## src/design/caltrig_pkg.sv

```systemverilog
// ----------------------------------------------------------------------------
// caltrig_pkg
// shared types, register codes and spec helpers of the calendar and periodic
// task trigger
// ----------------------------------------------------------------------------
package caltrig_pkg;

   localparam int DEF_NUM_SCHEDULED = 4;
   localparam int DEF_NUM_PERIODIC  = 4;

   localparam int SPEC_W      = 56;
   localparam int SPEC_REGS   = 4;
   localparam int CSR_IDX_W   = 3;
   localparam int CSR_DATA_W  = 64;
   localparam int CHK_W       = 16;
   localparam int SLOT_IDX_W  = 3;   // wide enough for the largest slot count
   localparam int FLD_VAL_W   = 6;
   localparam int MOD_STEPS   = 6;   // one quotient bit per field value bit
   localparam int MOD_CNT_W   = 3;

   localparam logic [6:0] SPEC_UNSET = 7'd127;
   localparam logic [SPEC_W-1:0] SPEC_ALL_UNSET = {SPEC_W{1'b1}};

   // register indexes
   localparam logic [CSR_IDX_W-1:0] REG_SPEC_0    = 3'd0;
   localparam logic [CSR_IDX_W-1:0] REG_SPEC_1    = 3'd1;
   localparam logic [CSR_IDX_W-1:0] REG_SPEC_2    = 3'd2;
   localparam logic [CSR_IDX_W-1:0] REG_SPEC_3    = 3'd3;
   localparam logic [CSR_IDX_W-1:0] REG_PER_LOW   = 3'd4;
   localparam logic [CSR_IDX_W-1:0] REG_PER_HIGH  = 3'd5;
   localparam logic [CSR_IDX_W-1:0] REG_CHECK_IVL = 3'd6;

   // spec field positions
   localparam logic [1:0] FLD_SECOND = 2'd0;
   localparam logic [1:0] FLD_MINUTE = 2'd1;
   localparam logic [1:0] FLD_HOUR   = 2'd2;
   localparam logic [1:0] FLD_DAY    = 2'd3;

   // fired kind codes
   localparam logic KIND_CAL = 1'b0;
   localparam logic KIND_PER = 1'b1;

   typedef struct packed {
      logic [31:0] uptime_ms;
      logic [31:0] unix_time;
      logic [5:0]  cal_second;
      logic [5:0]  cal_minute;
      logic [4:0]  cal_hour;
      logic [4:0]  cal_day;
   } req_type;

   typedef struct packed {
      logic       checked;
      logic       fired;
      logic       fired_kind;
      logic [1:0] fired_slot;
   } rsp_type;

   typedef enum logic [2:0] {
      ST_IDLE,
      ST_GATE,
      ST_CAL,
      ST_MOD,
      ST_CAL_NEXT,
      ST_PER,
      ST_PER_FIN,
      ST_DONE
   } state_type;

   function automatic logic [6:0] spec_fixed(input logic [SPEC_W-1:0] spec,
                                             input logic [1:0] f);
      return spec[14*f +: 7];
   endfunction

   // an interval of 127 or 0 both mean unset, 0 is returned for either
   function automatic logic [6:0] spec_interval(input logic [SPEC_W-1:0] spec,
                                                input logic [1:0] f);
      logic [6:0] iv;
      iv = spec[14*f + 7 +: 7];
      return (iv == SPEC_UNSET) ? 7'd0 : iv;
   endfunction

   function automatic logic field_set(input logic [SPEC_W-1:0] spec,
                                      input logic [1:0] f);
      return (spec_fixed(spec, f) != SPEC_UNSET) || (spec_interval(spec, f) != 7'd0);
   endfunction

   function automatic logic [31:0] periodic_interval(input logic [63:0] pair_low,
                                                     input logic [63:0] pair_high,
                                                     input logic [SLOT_IDX_W-1:0] idx);
      logic [31:0] iv;
      unique case (idx)
         3'd0:    iv = pair_low[31:0];
         3'd1:    iv = pair_low[63:32];
         3'd2:    iv = pair_high[31:0];
         3'd3:    iv = pair_high[63:32];
         default: iv = 32'd0;
      endcase
      return iv;
   endfunction

endpackage

```

## src/design/calendar_and_periodic_task_trigger.sv

```systemverilog
// ----------------------------------------------------------------------------
// calendar_and_periodic_task_trigger
// cron-style alarm scheduler: rate-gated scan of calendar slots, then of
// periodic slots, firing at most one slot per tick
// ----------------------------------------------------------------------------
//
//  channel   ports                      direction  moves
//  req       req_valid/ready/data       in         one tick beat (time stamp)
//  rsp       rsp_valid/ready/data       out        one result beat per tick
//  csr       csr_we/index/wdata         in         register write, no wait
//
//  scan: a tick beat passes the rate gate, then each calendar slot is worked
//    field by field, a field matched by interval going through the shared
//    bit-serial remainder unit, then, if no calendar slot fired, the periodic
//    slots; the result is handed over and the sequencer returns to idle before
//    the next beat is taken; a gated-off tick goes from the rate gate straight
//    to the result hand-over
//  one tick beat is worked at a time; req_ready is high only in the idle state
//  reset: synchronous, active high; clears the sequencer, the registers to
//    their reset values and all last-fire and last-check stamps at once
//  stalls: a result waits in the output register until rsp_ready; the
//    sequencer holds its finished result meanwhile
//
module calendar_and_periodic_task_trigger #(
   parameter int NUM_SCHEDULED = caltrig_pkg::DEF_NUM_SCHEDULED,
   parameter int NUM_PERIODIC  = caltrig_pkg::DEF_NUM_PERIODIC
) (
   input  logic                                clock,
   input  logic                                reset,
   // tick input
   input  logic                                req_valid,
   output logic                                req_ready,
   input  caltrig_pkg::req_type                req_data,
   // result output
   output logic                                rsp_valid,
   input  logic                                rsp_ready,
   output caltrig_pkg::rsp_type                rsp_data,
   // register write port
   input  logic                                csr_we,
   input  logic [caltrig_pkg::CSR_IDX_W-1:0]  csr_index,
   input  logic [caltrig_pkg::CSR_DATA_W-1:0] csr_wdata
);

   localparam int SCHED_W = (NUM_SCHEDULED > 1) ? $clog2(NUM_SCHEDULED) : 1;
   localparam int PER_W   = (NUM_PERIODIC > 1) ? $clog2(NUM_PERIODIC) : 1;
   localparam logic [SCHED_W-1:0] LAST_SCHED = SCHED_W'(NUM_SCHEDULED - 1);
   localparam logic [PER_W-1:0]   LAST_PER   = PER_W'(NUM_PERIODIC - 1);
   localparam logic [caltrig_pkg::MOD_CNT_W-1:0] LAST_MOD_STEP =
      caltrig_pkg::MOD_CNT_W'(caltrig_pkg::MOD_STEPS - 1);

   // configuration registers
   logic [caltrig_pkg::SPEC_W-1:0] spec_ff [caltrig_pkg::SPEC_REGS];
   logic [caltrig_pkg::SPEC_W-1:0] spec_in [caltrig_pkg::SPEC_REGS];
   logic [63:0]                    pair_low_ff, pair_low_in;
   logic [63:0]                    pair_high_ff, pair_high_in;
   logic [caltrig_pkg::CHK_W-1:0]  chk_ivl_ff, chk_ivl_in;

   // stamps
   logic [31:0] last_check_ff, last_check_in;
   logic [31:0] sched_last_ff [NUM_SCHEDULED];
   logic [31:0] sched_last_in [NUM_SCHEDULED];
   logic [31:0] per_tick_ff [NUM_PERIODIC];
   logic [31:0] per_tick_in [NUM_PERIODIC];

   // sequencer
   caltrig_pkg::state_type state_ff, state_in;
   logic [SCHED_W-1:0]     slot_ff, slot_in;
   logic [1:0]             field_ff, field_in;
   logic                   match_ff, match_in;
   logic [caltrig_pkg::MOD_CNT_W-1:0] bit_ff, bit_in;
   logic [6:0]             rem_ff, rem_in;
   logic [PER_W-1:0]       per_ff, per_in;
   logic                   best_valid_ff, best_valid_in;
   logic [PER_W-1:0]       best_ff, best_in;
   logic [31:0]            best_iv_ff, best_iv_in;

   // payload
   caltrig_pkg::req_type   req_ff, req_in;
   caltrig_pkg::rsp_type   res_ff, res_in;
   logic                   rsp_valid_ff, rsp_valid_in;
   caltrig_pkg::rsp_type   rsp_data_ff, rsp_data_in;

   // datapath
   logic [caltrig_pkg::SPEC_W-1:0] cur_spec;
   logic [6:0]                     fld_fx, fld_iv;
   logic                           slot_part;
   logic [caltrig_pkg::FLD_VAL_W-1:0] fld_val;
   logic [2:0]                     bit_pos;
   logic [7:0]                     rem_shift;
   logic [6:0]                     rem_next;
   logic [31:0]                    chk_elapsed;
   logic                           gate_pass;
   logic [31:0]                    per_iv;
   logic [31:0]                    per_elapsed;
   logic                           per_due;
   logic                           stamp_differs;
   logic                           out_free;

   // slots beyond the spec registers read as all unset
   always_comb begin
      logic [caltrig_pkg::SLOT_IDX_W-1:0] sidx;
      sidx = caltrig_pkg::SLOT_IDX_W'(slot_ff);
      if (sidx < caltrig_pkg::SLOT_IDX_W'(caltrig_pkg::SPEC_REGS)) begin
         cur_spec = spec_ff[sidx[1:0]];
      end else begin
         cur_spec = caltrig_pkg::SPEC_ALL_UNSET;
      end
   end

   assign fld_fx    = caltrig_pkg::spec_fixed(cur_spec, field_ff);
   assign fld_iv    = caltrig_pkg::spec_interval(cur_spec, field_ff);
   assign slot_part = caltrig_pkg::field_set(cur_spec, caltrig_pkg::FLD_SECOND) ||
                      caltrig_pkg::field_set(cur_spec, caltrig_pkg::FLD_MINUTE);

   always_comb begin
      unique case (field_ff)
         caltrig_pkg::FLD_SECOND: fld_val = req_ff.cal_second;
         caltrig_pkg::FLD_MINUTE: fld_val = req_ff.cal_minute;
         caltrig_pkg::FLD_HOUR:   fld_val = {1'b0, req_ff.cal_hour};
         caltrig_pkg::FLD_DAY:    fld_val = {1'b0, req_ff.cal_day};
      endcase
   end

   // restoring remainder, one value bit per cycle, msb first
   assign bit_pos   = 3'(LAST_MOD_STEP - bit_ff);
   assign rem_shift = {rem_ff, fld_val[bit_pos]};
   assign rem_next  = (rem_shift >= {1'b0, fld_iv}) ? 7'(rem_shift - {1'b0, fld_iv})
                                                    : rem_shift[6:0];

   assign chk_elapsed = req_ff.uptime_ms - last_check_ff;
   assign gate_pass   = !(chk_elapsed < {16'd0, chk_ivl_ff});

   assign per_iv      = caltrig_pkg::periodic_interval(pair_low_ff, pair_high_ff,
                                                       caltrig_pkg::SLOT_IDX_W'(per_ff));
   assign per_elapsed = req_ff.uptime_ms - per_tick_ff[per_ff];
   assign per_due     = (per_iv != 32'd0) && (per_elapsed > per_iv);

   assign stamp_differs = sched_last_ff[slot_ff] != req_ff.unix_time;
   assign out_free      = !rsp_valid_ff || rsp_ready;

   // next state
   always_comb begin
      state_in = state_ff;
      unique case (state_ff)
         caltrig_pkg::ST_IDLE: begin
            if (req_valid) begin
               state_in = caltrig_pkg::ST_GATE;
            end
         end
         caltrig_pkg::ST_GATE: begin
            state_in = gate_pass ? caltrig_pkg::ST_CAL : caltrig_pkg::ST_DONE;
         end
         caltrig_pkg::ST_CAL: begin
            priority if (field_ff == caltrig_pkg::FLD_SECOND && !slot_part) begin
               state_in = caltrig_pkg::ST_CAL_NEXT;
            end else if (fld_fx == caltrig_pkg::SPEC_UNSET && fld_iv != 7'd0) begin
               state_in = caltrig_pkg::ST_MOD;
            end else begin
               state_in = caltrig_pkg::ST_CAL_NEXT;
            end
         end
         caltrig_pkg::ST_MOD: begin
            if (bit_ff == LAST_MOD_STEP) begin
               state_in = caltrig_pkg::ST_CAL_NEXT;
            end
         end
         caltrig_pkg::ST_CAL_NEXT: begin
            priority if (match_ff && field_ff == caltrig_pkg::FLD_DAY && stamp_differs) begin
               state_in = caltrig_pkg::ST_DONE;
            end else if (match_ff && field_ff != caltrig_pkg::FLD_DAY) begin
               state_in = caltrig_pkg::ST_CAL;
            end else if (slot_ff == LAST_SCHED) begin
               state_in = caltrig_pkg::ST_PER;
            end else begin
               state_in = caltrig_pkg::ST_CAL;
            end
         end
         caltrig_pkg::ST_PER: begin
            if (per_ff == LAST_PER) begin
               state_in = caltrig_pkg::ST_PER_FIN;
            end
         end
         caltrig_pkg::ST_PER_FIN: begin
            state_in = caltrig_pkg::ST_DONE;
         end
         caltrig_pkg::ST_DONE: begin
            if (out_free) begin
               state_in = caltrig_pkg::ST_IDLE;
            end
         end
         default: begin
            state_in = caltrig_pkg::ST_IDLE;
         end
      endcase
   end

   // datapath and register updates
   always_comb begin
      spec_in       = spec_ff;
      pair_low_in   = pair_low_ff;
      pair_high_in  = pair_high_ff;
      chk_ivl_in    = chk_ivl_ff;
      last_check_in = last_check_ff;
      sched_last_in = sched_last_ff;
      per_tick_in   = per_tick_ff;
      slot_in       = slot_ff;
      field_in      = field_ff;
      match_in      = match_ff;
      bit_in        = bit_ff;
      rem_in        = rem_ff;
      per_in        = per_ff;
      best_valid_in = best_valid_ff;
      best_in       = best_ff;
      best_iv_in    = best_iv_ff;
      req_in        = req_ff;
      res_in        = res_ff;
      rsp_data_in   = rsp_data_ff;
      rsp_valid_in  = rsp_valid_ff && !rsp_ready;

      // register writes, to be made only while idle; the block itself does not enforce it
      if (csr_we) begin
         unique case (csr_index)
            caltrig_pkg::REG_SPEC_0, caltrig_pkg::REG_SPEC_1,
            caltrig_pkg::REG_SPEC_2, caltrig_pkg::REG_SPEC_3: begin
               spec_in[csr_index[1:0]] = csr_wdata[caltrig_pkg::SPEC_W-1:0];
            end
            caltrig_pkg::REG_PER_LOW: begin
               pair_low_in = csr_wdata;
            end
            caltrig_pkg::REG_PER_HIGH: begin
               pair_high_in = csr_wdata;
            end
            caltrig_pkg::REG_CHECK_IVL: begin
               chk_ivl_in = csr_wdata[caltrig_pkg::CHK_W-1:0];
            end
            default: begin
            end
         endcase
      end

      unique case (state_ff)
         caltrig_pkg::ST_IDLE: begin
            if (req_valid) begin
               req_in = req_data;
               res_in = '0;
            end
         end
         caltrig_pkg::ST_GATE: begin
            if (gate_pass) begin
               res_in.checked = 1'b1;
               last_check_in  = req_ff.uptime_ms;
               slot_in        = '0;
               field_in       = caltrig_pkg::FLD_SECOND;
            end
         end
         caltrig_pkg::ST_CAL: begin
            priority if (field_ff == caltrig_pkg::FLD_SECOND && !slot_part) begin
               match_in = 1'b0;
            end else if (fld_fx != caltrig_pkg::SPEC_UNSET) begin
               match_in = {1'b0, fld_val} == fld_fx;
            end else if (fld_iv != 7'd0) begin
               rem_in = '0;
               bit_in = '0;
            end else begin
               match_in = 1'b1;
            end
         end
         caltrig_pkg::ST_MOD: begin
            rem_in = rem_next;
            bit_in = bit_ff + 1'b1;
            if (bit_ff == LAST_MOD_STEP) begin
               match_in = rem_next == 7'd0;
            end
         end
         caltrig_pkg::ST_CAL_NEXT: begin
            priority if (match_ff && field_ff == caltrig_pkg::FLD_DAY && stamp_differs) begin
               sched_last_in[slot_ff] = req_ff.unix_time;
               res_in.fired      = 1'b1;
               res_in.fired_kind = caltrig_pkg::KIND_CAL;
               res_in.fired_slot = 2'(slot_ff);
            end else if (match_ff && field_ff != caltrig_pkg::FLD_DAY) begin
               field_in = field_ff + 1'b1;
            end else begin
               field_in = caltrig_pkg::FLD_SECOND;
               if (slot_ff == LAST_SCHED) begin
                  per_in        = '0;
                  best_valid_in = 1'b0;
               end else begin
                  slot_in = slot_ff + 1'b1;
               end
            end
         end
         caltrig_pkg::ST_PER: begin
            // strictly greater keeps ties on the lower index
            if (per_due && (!best_valid_ff || per_iv > best_iv_ff)) begin
               best_valid_in = 1'b1;
               best_in       = per_ff;
               best_iv_in    = per_iv;
            end
            if (per_ff != LAST_PER) begin
               per_in = per_ff + 1'b1;
            end
         end
         caltrig_pkg::ST_PER_FIN: begin
            if (best_valid_ff) begin
               per_tick_in[best_ff] = req_ff.uptime_ms;
               res_in.fired      = 1'b1;
               res_in.fired_kind = caltrig_pkg::KIND_PER;
               res_in.fired_slot = 2'(best_ff);
            end
         end
         caltrig_pkg::ST_DONE: begin
            if (out_free) begin
               rsp_data_in  = res_ff;
               rsp_valid_in = 1'b1;
            end
         end
         default: begin
         end
      endcase
   end

   // control, configuration registers and stamps
   always_ff @(posedge clock) begin
      if (reset) begin
         state_ff      <= caltrig_pkg::ST_IDLE;
         for (int i = 0; i < caltrig_pkg::SPEC_REGS; i++) begin
            spec_ff[i] <= caltrig_pkg::SPEC_ALL_UNSET;
         end
         pair_low_ff   <= '0;
         pair_high_ff  <= '0;
         chk_ivl_ff    <= '0;
         last_check_ff <= '0;
         for (int i = 0; i < NUM_SCHEDULED; i++) begin
            sched_last_ff[i] <= '0;
         end
         for (int i = 0; i < NUM_PERIODIC; i++) begin
            per_tick_ff[i] <= '0;
         end
         slot_ff       <= '0;
         field_ff      <= caltrig_pkg::FLD_SECOND;
         match_ff      <= 1'b0;
         bit_ff        <= '0;
         per_ff        <= '0;
         best_valid_ff <= 1'b0;
         best_ff       <= '0;
         rsp_valid_ff  <= 1'b0;
      end else begin
         state_ff      <= state_in;
         spec_ff       <= spec_in;
         pair_low_ff   <= pair_low_in;
         pair_high_ff  <= pair_high_in;
         chk_ivl_ff    <= chk_ivl_in;
         last_check_ff <= last_check_in;
         sched_last_ff <= sched_last_in;
         per_tick_ff   <= per_tick_in;
         slot_ff       <= slot_in;
         field_ff      <= field_in;
         match_ff      <= match_in;
         bit_ff        <= bit_in;
         per_ff        <= per_in;
         best_valid_ff <= best_valid_in;
         best_ff       <= best_in;
         rsp_valid_ff  <= rsp_valid_in;
      end
   end

   // payload, no reset
   always_ff @(posedge clock) begin
      req_ff      <= req_in;
      res_ff      <= res_in;
      rem_ff      <= rem_in;
      best_iv_ff  <= best_iv_in;
      rsp_data_ff <= rsp_data_in;
   end

   assign req_ready = state_ff == caltrig_pkg::ST_IDLE;
   assign rsp_valid = rsp_valid_ff;
   assign rsp_data  = rsp_data_ff;

`ifndef NO_ASSERTIONS
   // a slot can only fire on a tick that passed the rate gate
   a_fire_needs_check: assert property (@(posedge clock) disable iff (reset)
      rsp_valid_ff |-> (!rsp_data_ff.fired || rsp_data_ff.checked))
      else $error("fired without a check");

   // without a fire the kind and slot read as zero
   a_idle_fields_zero: assert property (@(posedge clock) disable iff (reset)
      (rsp_valid_ff && !rsp_data_ff.fired) |->
         (rsp_data_ff.fired_kind == caltrig_pkg::KIND_CAL && rsp_data_ff.fired_slot == 2'd0))
      else $error("kind or slot set without a fire");

   // a taken beat closes the input until its result is handed over
   a_one_at_a_time: assert property (@(posedge clock) disable iff (reset)
      (req_valid && req_ready) |=> !req_ready)
      else $error("second beat taken while busy");

   // the remainder unit never runs past its last step
   a_mod_bound: assert property (@(posedge clock) disable iff (reset)
      (state_ff == caltrig_pkg::ST_MOD) |-> (bit_ff <= LAST_MOD_STEP))
      else $error("remainder step counter overran");

   // the remainder stays below the interval it is taken against
   a_rem_range: assert property (@(posedge clock) disable iff (reset)
      (state_ff == caltrig_pkg::ST_MOD && bit_ff != 3'd0) |-> (rem_ff < fld_iv))
      else $error("remainder out of range");
`endif

endmodule

```

## config.mk

```make
export PLATFORM = sky130hd
export DESIGN_NAME = calendar_and_periodic_task_trigger
export DESIGN_NICKNAME = d
export VERILOG_FILES = /design/src/design/caltrig_pkg.sv /design/src/design/calendar_and_periodic_task_trigger.sv
export SDC_FILE = /design/constraint.sdc
export NUM_CORES = 2
export LEC_CHECK = 0
export ABC_AREA = 0
export BUFFER_PORTS_ARGS = -buffer_cell sky130_fd_sc_hd__buf_4
export CORE_MARGIN = 2
export CORE_UTILIZATION = 40
export CTS_BUF_LIST = sky130_fd_sc_hd__clkbuf_16
export CTS_CLUSTER_DIAMETER = 30
export DETAILED_ROUTE_END_ITERATION = 6
export MAX_ROUTING_LAYER = met4
export PLACE_DENSITY = 0.53
export SYNTH_ARGS = -nofsm -noshare
export SYNTH_HDL_FRONTEND = slang
export SYNTH_SLANG_ARGS = --single-unit
```

## constraint.sdc

```tcl
create_clock -name clock -period 9.7 [get_ports clock]
set_input_delay 0.485 -clock clock [delete_from_list [all_inputs] [get_ports clock]]
set_output_delay 0.485 -clock clock [all_outputs]
set_load 0.01 [all_outputs]
```

==> results.yml <==
run_status:
  status: "completed"
setup_path:
  path_common_cell: "a21oi_1"
  endpoint_kind: "register"
  worstPathArrival_ps: 8100
  start_kind: "register"
  cp.required_ps: 10140
  cp_slowest_cell: "dfxtp_2"
  worstPathMaxFanout: 24
  critPathMaxStageDelay_ps: 910
  crit_buf_inv: 4
  critical-path-top-delay-family: "simple AND/OR/NAND/NOR gates"
  crit_type: "register to register"
global_route:
  use_met3_pct: 3.85
  grt_pass1_wl_mm: 191
  grt_overflow_total: 0
  first_global_vias: 32278
  busiest_layer: "met2"
  use_met2_pct: 37.8
  antenna_found_initial: 3
  grt_max_degree: 266
  globalRouteMet1Util_pct: 33.5
  grtUsageTotal_pct: 24.5
route:
  drt-initial-drc-count: 2683
  drt-pass1-iter-count: 6
  drt.antenna.violating_nets: 0
  wire_per_inst_um: 20.0
  drt-vias-per-instance: 5.35
  drt-total-wl_mm: 123
  drc: 0
  num_vias: 32756
floorplanning:
  initial_core_util_pct: 40.3
  rows: 115
  dieArea_um2: 102000
  ios: 165
  core_um2: 98400
  die_y_um: 319
  die_width_um: 319
hold_path:
  hp-class: "primary input to register"
cts:
  root_buffer: "clkbuf_16"
  clock_sinks: 808
  htree_levels: 4
  cts_tree: "yes"
  numCtsBuffers: 193
  path_clk_slew_ps: 40
  cts-resized-gates: 0
  clock_path_buffers: 3
  cts_hold_buf: 132
  clk_latency_ps: 780
  cts_setup_buffers: 0
synth:
  synthAdderAreaFrac_pct: 5.29
  yosys.area.top_type: "dfxtp_1"
  synth_compound_area_share_pct: 10.9
  synthMuxAreaShare_pct: 11.6
  ys.flop_type: "dfxtp_1"
  synth_top_family_by_area: "simple AND/OR/NAND/NOR gates"
  synth_top_area_share_pct: 33.9
  synth_cell_types: 84
  synthTopCellsByArea: "dfxtp_1 34%, nand2_1 11%, edfxtp_1 10%"
  synth_nets: 4735
  yosysWarnings: 0
  synth_edf_count: 135
  ys_ff_latch: 808
  synth-simple-area-share_pct: 21.3
  synth.most_common_cell: "nand2_1"
  yosysSeqAreaShare_pct: 44.2
  syn_area_um2: 39700
  avgSynthCellArea_um2: 9.00
  synthXorXnorAreaFrac_pct: 1.92
  async_reset_ff_share_pct: 0
  synth_commonest_cells: "1135 x nand2_1, 673 x dfxtp_1, 427 x a21oi_1"
  synthCells: 4411
sta:
  slew_viol_final: 0
  hold_viol: 0
  fmaxAchievable_ghz: 0.131
  worst_pin_slew_ps: 1160
  timing.final.crit_period_ps: 7660
  tns_ps: 0
  setup-violations-final: 0
  fin_crit_sh_pct: 79.0
  rsz0062_at_grt: "false"
  whs_ps: 42.9
  relSlewSlack_pct: 22.7
  skew_ps: 38.4
pwr:
  peakVddDrop_mv: 0.201
  p_leak_nw: 20.4
  p_switching_mw: 2.99
  p_seq_share_pct: 31.6
  power.internal_mw: 8.63
  powerDensity_nw_per_um2: 233
  swShare_pct: 25.7
  pwr-share-comb_pct: 11.6
  pwr-share-clk_pct: 56.7
layout:
  drive_gt1_share_pct: 13.8
  syn2layout_area_growth_pct: 25.5
  fin_nets: 4987
place:
  port_buffers: 164
  dp_hpwl_mm: 77.1
  gp_congestion: 0.886
job:
  drv_cap: 0
[final cells by class]
| class | count | area, um^2 |
|---|---|---|
| Fill cell | 9169 | 48600 |
| Clock inverter | 159 | 1690 |
| Antenna cell | 3 | 7.51 |
| Inverter | 183 | 687 |
| Multi-Input combinational cell | 3140 | 20300 |
| Tap cell | 1287 | 1610 |
| Clock buffer | 202 | 5050 |
| Sequential cell | 808 | 17500 |
| Timing Repair Buffer | 337 | 2890 |
[metal layers]
metal,vias up,wire (um)
li1,15890,-
met1,15828,57700
met2,867,56000
met3,171,6370
met4,0,2410
met5,-,0
[registers in the layout (all words and copies together), names as in the netlist, 7 cells and up]
register and flops:
rem_ff 7, spec_ff 224, pair_low_ff 64, last_check_ff 32, req_ff 86, sched_last_ff 128, best_iv_ff 32, chk_ivl_ff 16
per_tick_ff 128, pair_high_ff 64
[placed cells by master, fill, tap and decap left out, types with 12 or more instances in the layout]
| cell type | instances |
|---|---|
| mux2i_1 | 176 |
| clkinvlp_4 | 13 |
| nand3_1 | 43 |
| clkinv_2 | 30 |
| nand3b_1 | 256 |
| nand4_1 | 36 |
| mux2_2 | 12 |
| o21ai_0 | 103 |
| edfxtp_1 | 135 |
| inv_1 | 215 |
| clkbuf_16 | 202 |
| ha_1 | 163 |
| nor2_1 | 225 |
| clkinv_1 | 34 |
| mux4_2 | 106 |
| dfxtp_1 | 668 |
| xnor2_1 | 62 |
| a21o_1 | 34 |
| nor4_1 | 19 |
| nor2b_1 | 22 |
| o21a_1 | 13 |
| nor3_1 | 23 |
| buf_4 | 202 |
| bufinv_16 | 30 |
| mux4_1 | 12 |
| or3_1 | 12 |
| o211ai_1 | 12 |
| a22oi_1 | 13 |
| nand2b_1 | 18 |
| a21oi_1 | 427 |
| nand2_1 | 1130 |
| xor2_1 | 25 |
| dlygate4sd3_1 | 132 |
| a222oi_1 | 29 |
[path summary, 6_finish.rpt]
check | start | endpoint | slack [ps] | cells past startpoint
max | per_ff[0] | best_iv_ff[19] | 2040 | 25
min reg2reg | res_ff[1] | rsp_data[1] | 410 | 0
max reg2reg | per_ff[0] | best_iv_ff[19] | 2040 | 25
min | csr_wdata[40] | pair_low_ff[40] | 40 | 3
[worst min-delay path, delay by kind of cell]
kind	cells	cell delay (ps)
compound gates	1	50
buf+inv	1	150
simple gates	1	60
[through the flow]
step	std cells	power [mW]	cell area [um^2]	setup slack, ps	utilization (%)
floorplan	4411	4.59	39700	2710	-
global placement	5623	5.03	41700	2060	42.4
detailed placement	5623	5.03	41700	1990	42.4
CTS	6116	11.7	49800	1940	50.6
global route	6118	12.1	49800	1310	50.6
finish	6119	11.6	49800	2040	50.6
[power groups by stage]
stage / logic, mW / registers (mW) / clock network, mW
floorplan: 0.900 / 3.69 / 0
global placement: 1.29 / 3.74 / 0
detailed placement: 1.29 / 3.74 / 0
CTS: 1.35 / 3.68 / 6.68
global route: 1.50 / 3.69 / 6.88
finish: 1.35 / 3.68 / 6.59
[logic make-up (layout without fill, tap and decap cells)]
group                    count (synthesis)  count (layout)
AO/OA/AOI/OAI                          733             733
XOR/XNOR                                87              87
adder cells (fa/ha/maj)                166             166
buffers and inverters                  463             881
flip-flops                             808             808
multiplexers                           306             306
other                                    0               3
AND/OR/NAND/NOR                       1848            1848
No activity file was read; power rests on OpenSTA's default activity.
